File: config.mk
export PLATFORM = sky130hd
export DESIGN_NAME = lzos_ctrl
export DESIGN_NICKNAME = d
export VERILOG_FILES = /design/src/rtl/lzos_pkg.sv /design/src/rtl/lzos_ctrl.sv
export SDC_FILE = /design/constraint.sdc
export NUM_CORES = 1
export LEC_CHECK = 0
export BUFFER_PORTS_ARGS = -buffer_cell sky130_fd_sc_hd__buf_2
export CAP_MARGIN = 20
export CORE_AREA = 4 4 41 43
export CTS_CLUSTER_DIAMETER = 40
export DETAILED_ROUTE_END_ITERATION = 10
export DIE_AREA = 0 0 45 47
export PLACE_DENSITY = 0.52
export SLEW_MARGIN = 20
export SYNTH_ARGS = -nofsm -noshare
export SYNTH_HDL_FRONTEND = slang
export SYNTH_SLANG_ARGS = --single-unit
File: constraint.sdc
create_clock -name clk -period 3.05 [get_ports clk]
set_clock_uncertainty 0.15 [all_clocks]
set_input_delay 0.1525 -clock clk [delete_from_list [all_inputs] [get_ports clk]]
set_output_delay 0.1525 -clock clk [all_outputs]
set_load 0.005 [all_outputs]
File: src/rtl/lzos_pkg.sv
// Package: constants, command codes and controller/datapath link types for the layer stack.
package lzos_pkg;

  localparam int NumLayers = 256;
  localparam int IdW       = 8;
  localparam int HW        = 9;

  localparam logic [1:0] CMD_ALLOC = 2'd0;
  localparam logic [1:0] CMD_SETH  = 2'd1;
  localparam logic [1:0] CMD_FREE  = 2'd2;

  localparam logic signed [HW-1:0] H_NONE = -9'sd1;
  localparam logic signed [HW-1:0] H_MAX  = 9'sd255;

  // Shift kinds.
  localparam logic [1:0] MV_DOWN = 2'd0;  // lower: slot[h] = slot[h-1], h descending
  localparam logic [1:0] MV_UP   = 2'd1;  // raise or hide: slot[h] = slot[h+1], h ascending
  localparam logic [1:0] MV_INS  = 2'd2;  // show: slot[h+1] = slot[h], h descending

  typedef struct packed {
    logic       load;      // latch the command word
    logic       clr;       // clearing pass: write one layer entry
    logic       scan_step; // allocate scan: advance
    logic       plan;      // compute clamp and shift plan
    logic       wr_shift;  // write read data at shifted slot
    logic       wr_final;  // write target id at its new height
    logic       finish;    // update top / bookkeeping, build result
  } ctl_cmd_t;

  typedef struct packed {
    logic       clr_done;
    logic       scan_done;
    logic       noop;      // plan says nothing to move
    logic       shift_done;
    logic       is_alloc;
    logic       is_move;   // set-height or free
    logic       is_valid;  // set-height, or free of a shown layer
  } dp_stat_t;

endpackage

File: src/rtl/lzos_ctrl.sv
// Controller state machine for the layer stack sequencer.
module lzos_ctrl (
  input  logic              clk,
  input  logic              rst,
  input  logic              start,
  input  lzos_pkg::dp_stat_t st,
  output lzos_pkg::ctl_cmd_t cmd,
  output logic              busy,
  output logic              done
);
  import lzos_pkg::*;

  localparam logic [3:0] S_CLR  = 4'd0;
  localparam logic [3:0] S_IDLE = 4'd1;
  localparam logic [3:0] S_DEC  = 4'd2;
  localparam logic [3:0] S_SCAN = 4'd3;
  localparam logic [3:0] S_PLAN = 4'd4;
  localparam logic [3:0] S_RD   = 4'd5;
  localparam logic [3:0] S_WR   = 4'd6;
  localparam logic [3:0] S_FIN  = 4'd7;
  localparam logic [3:0] S_OUT  = 4'd8;

  logic [3:0] state, state_next;

  always_ff @(posedge clk) begin
    if (rst) state <= S_CLR;
    else     state <= state_next;
  end

  always_comb begin
    state_next = state;
    cmd = '0;
    case (state)
      S_CLR: begin
        cmd.clr = 1'b1;
        if (st.clr_done) state_next = S_IDLE;
      end
      S_IDLE: begin
        cmd.load = start;
        if (start) state_next = S_DEC;
      end
      S_DEC: begin
        if (st.is_alloc)     state_next = S_SCAN;
        else if (st.is_move) state_next = S_PLAN;
        else                 state_next = S_FIN;
      end
      S_SCAN: begin
        cmd.scan_step = 1'b1;
        if (st.scan_done) state_next = S_FIN;
      end
      S_PLAN: begin
        cmd.plan = 1'b1;
        state_next = S_RD;
      end
      S_RD: begin
        if (!st.is_valid || st.noop || st.shift_done) begin
          cmd.wr_final = st.is_valid && !st.noop;
          state_next = S_FIN;
        end else begin
          state_next = S_WR;
        end
      end
      S_WR: begin
        cmd.wr_shift = 1'b1;
        state_next = S_RD;
      end
      S_FIN: begin
        cmd.finish = 1'b1;
        state_next = S_OUT;
      end
      S_OUT: state_next = S_IDLE;
      default: state_next = S_IDLE;
    endcase
  end

  assign busy = (state != S_IDLE);
  assign done = (state == S_OUT);
endmodule

* Word level (Yosys, flattened, before mapping)
Cells that the tools add are included.
** Storage, ports and cells
- Bits in registers :: 4
- Input bits :: 10
- Output and inout port bits :: 9
- Logic and storage cells :: 36
** Cells by class
- Equal/unequal tests :: 12
- Mux-type cells :: 15
- Reductions and logical operators :: 8
** Operators with widths (count)
- 4-bit one-hot mux with 7 select lines :: 1
- 4-bit by 3-bit equality test with 1-bit output, second input constant :: 4
- 4-bit 2-to-1 mux :: 3
- 1-bit 2-to-1 mux :: 9
- 4-bit by 2-bit equality test with 1-bit output, second input constant :: 2
- 2-bit inequality test, second input constant :: 3
- 4-bit by 1-bit equality test with 1-bit output, second input constant :: 1
- 4-bit equality test, second input constant :: 1
- 4-bit logical NOT :: 1
- 4-bit by 1-bit inequality test with 1-bit output, second input constant :: 1
- 3-bit 2-to-1 mux :: 1
- 3-bit AND reduction :: 1
- 1-bit logical NOT :: 2
- 1-bit logical OR :: 2
- 2-bit 2-to-1 mux :: 1
- 2-bit OR reduction :: 1
- 1-bit logical AND :: 1

* Longest topological paths before layout
Gate-level depths: netlist of the first run.
- Depth in word-level cells :: 5
- Depth in mapped cells :: 5
- Gate-level depth less buffers :: 4

* Worst setup path after synthesis of the first run
OpenSTA, ideal clock, no wires.
- Path type :: register to output
- Start point :: register state[3]
- End point :: output port cmd[6] (netlist name)
- Arrival :: 1.095 ns
- Path slack :: 1.652 ns
- Cell stages (with the launch flop) :: 5
- Path buffers :: 1
- Cells stage by stage :: dfxtp_1 -> clkbuf_1 -> nand2b_1 -> or3_1 -> nor2_1
** RTL lines
- start: declaration :: RTL line lzos_ctrl.sv:23 : logic [3:0] state, state_next;
- start signal: assignment :: RTL line lzos_ctrl.sv:27 : else state <= state_next;
- end: declaration :: RTL line lzos_ctrl.sv:7 : output lzos_pkg::ctl_cmd_t cmd,

==> flow_summary.toml, run 1 <==
[final_layout]
syn_to_final_growth_pct = 34.6
max_flop_register = "state"
reg_top3 = "state x4"
layout_common_cells = "buf_2, nor2_1, nand2b_1, dfxtp_1"
finish.utilization = 0.337
largest_reg_flops = 4
fillers = 157
drive_gt1_frac = 0.349
layout.nets = 75
n_antenna_cell = 0
final_common_cell = "buf_2"

[sta]
hold_viol = 0
layout_min_cycle_time_ns = 1.85
min_period_over_period = 0.608
relSlewSlack = 0.728
clock.fmax_mhz = 540
setup_tns_ns = 0
setup_viol = 0
rsz0062_at_grt = "no"
worst_pin_slew_ns = 0.407
slew_violations = 0

[global_route]
overflow = 0
grt_pass1_vias = 326
antenna_found_initial = 0
grt_usage = 0.0972
grt_pass1_wl_microns = 1430
grt_max_degree = 14

[power_and_ir_drop]
total_leakage_power_nw = 0.198
vdd.ir_drop.worst_mv = 0.219
powerDensity_nw_per_um2 = 342

[critical_path]
end_kind = "output port"
arrival_ns = 1.55
worst-path-max-fanout = 13
cp_num_buf_inv = 1
critPathLaunchType = "flip-flop"
slowest_delay_ns = 0.56
path_delay_family = "simple AND/OR/NAND/NOR gates"
crit_slowest_cell = "dfxtp_1"
path_cells = "nand2b_1, or3_1, nor2_1, buf_2"
crit_type = "flip-flop to output port"
cp.required_ns = 2.75

[placed_design]
port_buffers = 18
dp_hpwl_microns = 676
place.gp.congestion = 0.717

[clock_tree]
path_clk_slew_ns = 0.04
cts_buffers = 3
cts_buffer_depth = 2
cts_resized = 0
numClockSinks = 4
hold_buffers = 0
cts_setup_buffers = 0
clock_latency_ns = 0.23
clock-root-buffer = "clkbuf_4"
tritoncts = "built"
htreeDepth = 1

[yosys]
ys_seq_area_frac = 0.246
yosysWarnings = 0
syn_nets = 56
synth_cell_types = 22
syn_inst = 46
synth-seq-cells = 4
syn_avg_cell_area_sq_um = 7.07
synth_area_sq_um = 325

[detailed_routing]
drc = 0
firstDrtPassIters = 2
wire_per_inst_microns = 10.9
via_per_inst = 5.03
vias = 392
ant_nets = 0
drt_iter0_drc = 8
drt_wl_total_microns = 854

[status]
status = "finished clean"

[min_path]
hold_class = "primary input to flip-flop"

[job]
drv_cap = 0

[floorplan]
die-area_sq_um = 2120
num_io_pins = 19
core_sq_um = 1300
die_width_microns = 45
row_count = 13
initial_core_util = 0.250
dieHeight_microns = 47
[report_power, final]
group | internal, mW | total, mW | leakage (nW) | switching, mW
combinational | 0.0144 | 0.0273 | 0.152 | 0.0129
clock | 0.0438 | 0.0627 | 0.0138 | 0.0189
sequential | 0.0544 | 0.0599 | 0.0325 | 0.00552
[cell usage after synthesis]
| library cell | instances | share of area |
|---|---|---|
| nor2_1 | 5 | 0.058 |
| and2_1 | 1 | 0.019 |
| inv_1 | 2 | 0.023 |
| nand2_1 | 3 | 0.035 |
| buf_2 | 3 | 0.046 |
| nor2b_1 | 2 | 0.038 |
| or2_1 | 1 | 0.019 |
| nor3_1 | 3 | 0.046 |
| o21ai_0 | 2 | 0.031 |
| a21oi_1 | 3 | 0.046 |
| nand2b_1 | 4 | 0.077 |
| a2111oi_2 | 1 | 0.046 |
| a22oi_1 | 1 | 0.023 |
| clkbuf_1 | 1 | 0.012 |
| dfxtp_1 | 4 | 0.25 |
| a311oi_1 | 1 | 0.027 |
| o41ai_1 | 1 | 0.027 |
| or3_1 | 1 | 0.019 |
| nand3b_1 | 2 | 0.046 |
| nor4b_1 | 2 | 0.054 |
| a21o_1 | 1 | 0.023 |
| nor4_1 | 2 | 0.038 |
[cell families after synthesis]
family,count (synthesis),share of synthesized area
and+or+nand+nor,26,0.450
AOI/OAI and AO/OA,10,0.223
buffers and inverters,6,0.0808
DFF,4,0.246
[final timing paths]
kind	from	to	slack, ns	cells after the start
worst min register to register	state[3]	state[0]	0.49	2
worst max-delay path	state[0]	cmd[6]	1.20	4
worst min-delay path	rst	state[2]	0.01	2
worst max register to register	state[0]	state[2]	1.43	4
[per-stage QoR]
stage	setup WS, ns	hold WS (ns)	instances	cell area (sq um)	total power [mW]
floorplan	1.65	0.0714	46	325	0.0754
global placement	1.43	0.252	75	415	0.0881
detailed placement	1.42	0.250	75	415	0.0884
CTS	1.17	0.00922	78	438	0.154
global route	1.02	0.0127	78	438	0.165
finish	1.20	0.0136	78	438	0.150
[layer usage]
metal  GRT usage  wire length [microns]  up-vias
met1       0.111                    390      183
li1            -                      -      198
met3      0.0498                     60        2
met5           0                      0        -
met2       0.147                    395        9
met4      0.0526                      7        0
[layout make-up]
| class | instances | area (sq um) | area share |
|---|---|---|---|
| clock buffer | 3 | 22.5 | 0.0514 |
| inverter | 2 | 7.51 | 0.0171 |
| multi-input combinational | 36 | 219 | 0.500 |
| sequential | 4 | 80.1 | 0.183 |
| tap | 15 | 18.8 | 0.0429 |
| timing repair buffer | 18 | 90.1 | 0.206 |
[worst reg2reg max path, stage by stage (launching register included)]
cell       delay (ns)
dfxtp_1          0.56
a21o_1           0.17
a21oi_1          0.07
or2_1            0.25
a2111oi_2        0.32
Note: power is estimated with default switching activity, not from simulation.
==> run 2, diff against run 1 <==
--- a/config.mk
+++ b/config.mk
@@ -11,7 +11,7 @@
 export CTS_CLUSTER_DIAMETER = 40
 export DETAILED_ROUTE_END_ITERATION = 10
 export DIE_AREA = 0 0 45 47
-export PLACE_DENSITY = 0.52
+export PLACE_DENSITY = 0.54
 export SLEW_MARGIN = 20
 export SYNTH_ARGS = -nofsm -noshare
 export SYNTH_HDL_FRONTEND = slang
==> constraint.sdc (replaced) <==
create_clock -name clk -period 1.51 [get_ports clk]
set_clock_uncertainty 0.15 [all_clocks]
set_input_delay 0.0755 -clock clk [delete_from_list [all_inputs] [get_ports clk]]
set_output_delay 0.0755 -clock clk [all_outputs]
set_load 0.005 [all_outputs]
==> flow_summary.toml, run 2 (synthesized netlist as in run 1, its figures left out) <==
[power_and_ir_drop]
vdd.ir_drop.worst_mv = 0.212
intPower_mw = 0.243
pwr-share-comb = 0.256
powerDensity_nw_per_um2 = 631
switching_share = 0.275
p_switching_mw = 0.0919
total_power_mw = 0.335
power.share.clock = 0.405
total_leakage_power_nw = 0.246
seqPwrFrac = 0.339

[clock_tree]
htreeDepth = 1
cts_buffers = 3
tritoncts = "built"
path_clk_slew_ns = 0.04
clock-root-buffer = "clkbuf_4"
cts_buffer_depth = 2
clock_latency_ns = 0.24
numClockSinks = 4

[sta]
holdWs_ns = 0.0416
min_period_over_period = 0.966
relSlewSlack = 0.828
layout_min_cycle_time_ns = 1.46
setup_tns_ns = 0
worst_pin_slew_ns = 0.255
slew_violations = 0
setup_viol = 0
clock.fmax_mhz = 686
hold_viol = 0
rsz0062_at_grt = "no"

[critical_path]
arrival_ns = 1.23
path_cells = "nand2b_1, or3_1, nor2_1, buf_2"
path_depth = 4
critPathLaunchType = "flip-flop"
crit_slowest_cell = "dfxtp_4"
cp_num_buf_inv = 1
crit_type = "flip-flop to output port"
cp.required_ns = 1.28
path_delay_family = "simple AND/OR/NAND/NOR gates"
worst-path-max-fanout = 3
slowest_delay_ns = 0.33
rr_worst_depth = 4
end_kind = "output port"

[final_layout]
finish.utilization = 0.408
final_common_cell = "buf_2"
drive_gt1_frac = 0.471
fillers = 144
reg_top3 = "state x4"
n_antenna_cell = 0
largest_reg_flops = 4
max_flop_register = "state"
layout_common_cells = "buf_2, nor2_1, buf_4, nand2b_1"
layout.nets = 82
instances_no_fill = 85
syn_to_final_growth_pct = 63.1

[detailed_routing]
drc = 0
drt_wl_total_microns = 992
ant_nets = 0
wire_per_inst_microns = 11.7
firstDrtPassIters = 3
vias = 404
drt_iter0_drc = 8
via_per_inst = 4.75

[floorplan]
die_width_microns = 45
row_count = 13
core_sq_um = 1300
num_io_pins = 19
die-area_sq_um = 2120
initial_core_util = 0.250
dieHeight_microns = 47

[placed_design]
place.gp.congestion = 0.821
dp.cells = 79
dp_hpwl_microns = 710
port_buffers = 18

[min_path]
whs_path_depth = 3
hold_class = "primary input to flip-flop"

[global_route]
grt_pass1_wl_microns = 1500
grt_pass1_vias = 355
grt_usage = 0.0972
overflow = 0
grt_max_degree = 10
antenna_found_initial = 0

[job]
drv_cap = 0

[status]
status = "finished clean"
-- run 2: cell count changes in the layout (fill, tap and decap cells not counted), moves of 2 or more --
cell,before,now
dfxtp_1,4,1
buf_4,0,5
dfxtp_2,0,2
dlygate4sd3_1,0,2
-- run 2: worst min-delay path, stage by stage --
cell	delay, ns
buf_2	0.09
nor2b_1	0.15
a311oi_2	0.06
-- run 2: timing repair --
action / 4_1_cts / 5_1_grt
pin swaps: 0 / 3
gates cloned: 0 / 0
buffers inserted: 0 / 1
hold buffers: 2 / 0
endpoints found under the hold margin: 4 / 0
endpoints found under the setup margin: 2 / 7
gates resized for setup: 1 / 7
-- run 2: per-stage QoR --
| step | cell area (sq um) | setup WS [ns] |
|---|---|---|
| floorplan | 325 | 0.173 |
| global placement | 445 | 0.118 |
| detailed placement | 445 | 0.0795 |
| CTS | 489 | 0.0184 |
| global route | 531 | 0.000409 |
| finish | 531 | 0.0519 |
-- run 2: path summary, 6_finish.rpt --
kind / startpoint / end / slack (ns)
min reg2reg: state[2] / state[3] / 0.41
min: st[6] / state[0] / 0.04
max: state[3] / cmd[6] / 0.05
max reg2reg: state[1] / state[1] / 0.14
-- run 2: power groups by stage --
| stage | combinational, mW | sequential (mW) | clock [mW] |
|---|---|---|---|
| after floorplan | 0.0386 | 0.114 | 0 |
| after global placement | 0.0718 | 0.116 | 0 |
| after detailed placement | 0.0701 | 0.116 | 0 |
| after CTS | 0.0750 | 0.115 | 0.138 |
| after global routing | 0.0941 | 0.115 | 0.142 |
| final | 0.0856 | 0.114 | 0.136 |
-- run 2: routing by layer --
layer	track usage	up-vias	wire (microns)	share of wire
met2	0.155	14	460	0.46
met3	0.0115	2	60	0.060
met4	0.0526	0	18	0.018
met5	0	-	0	0
met1	0.127	177	452	0.46
li1	-	211	-	-
-- run 2: cell type report --
cell class              instances  area (sq um)  area share
well taps                      15          18.8      0.0354
flip-flops and latches          4          86.3       0.163
clock buffers                   3          22.5      0.0425
inverters                       2          7.51      0.0142
multi-input cells              36           248       0.467
repair buffers                 25           148       0.278
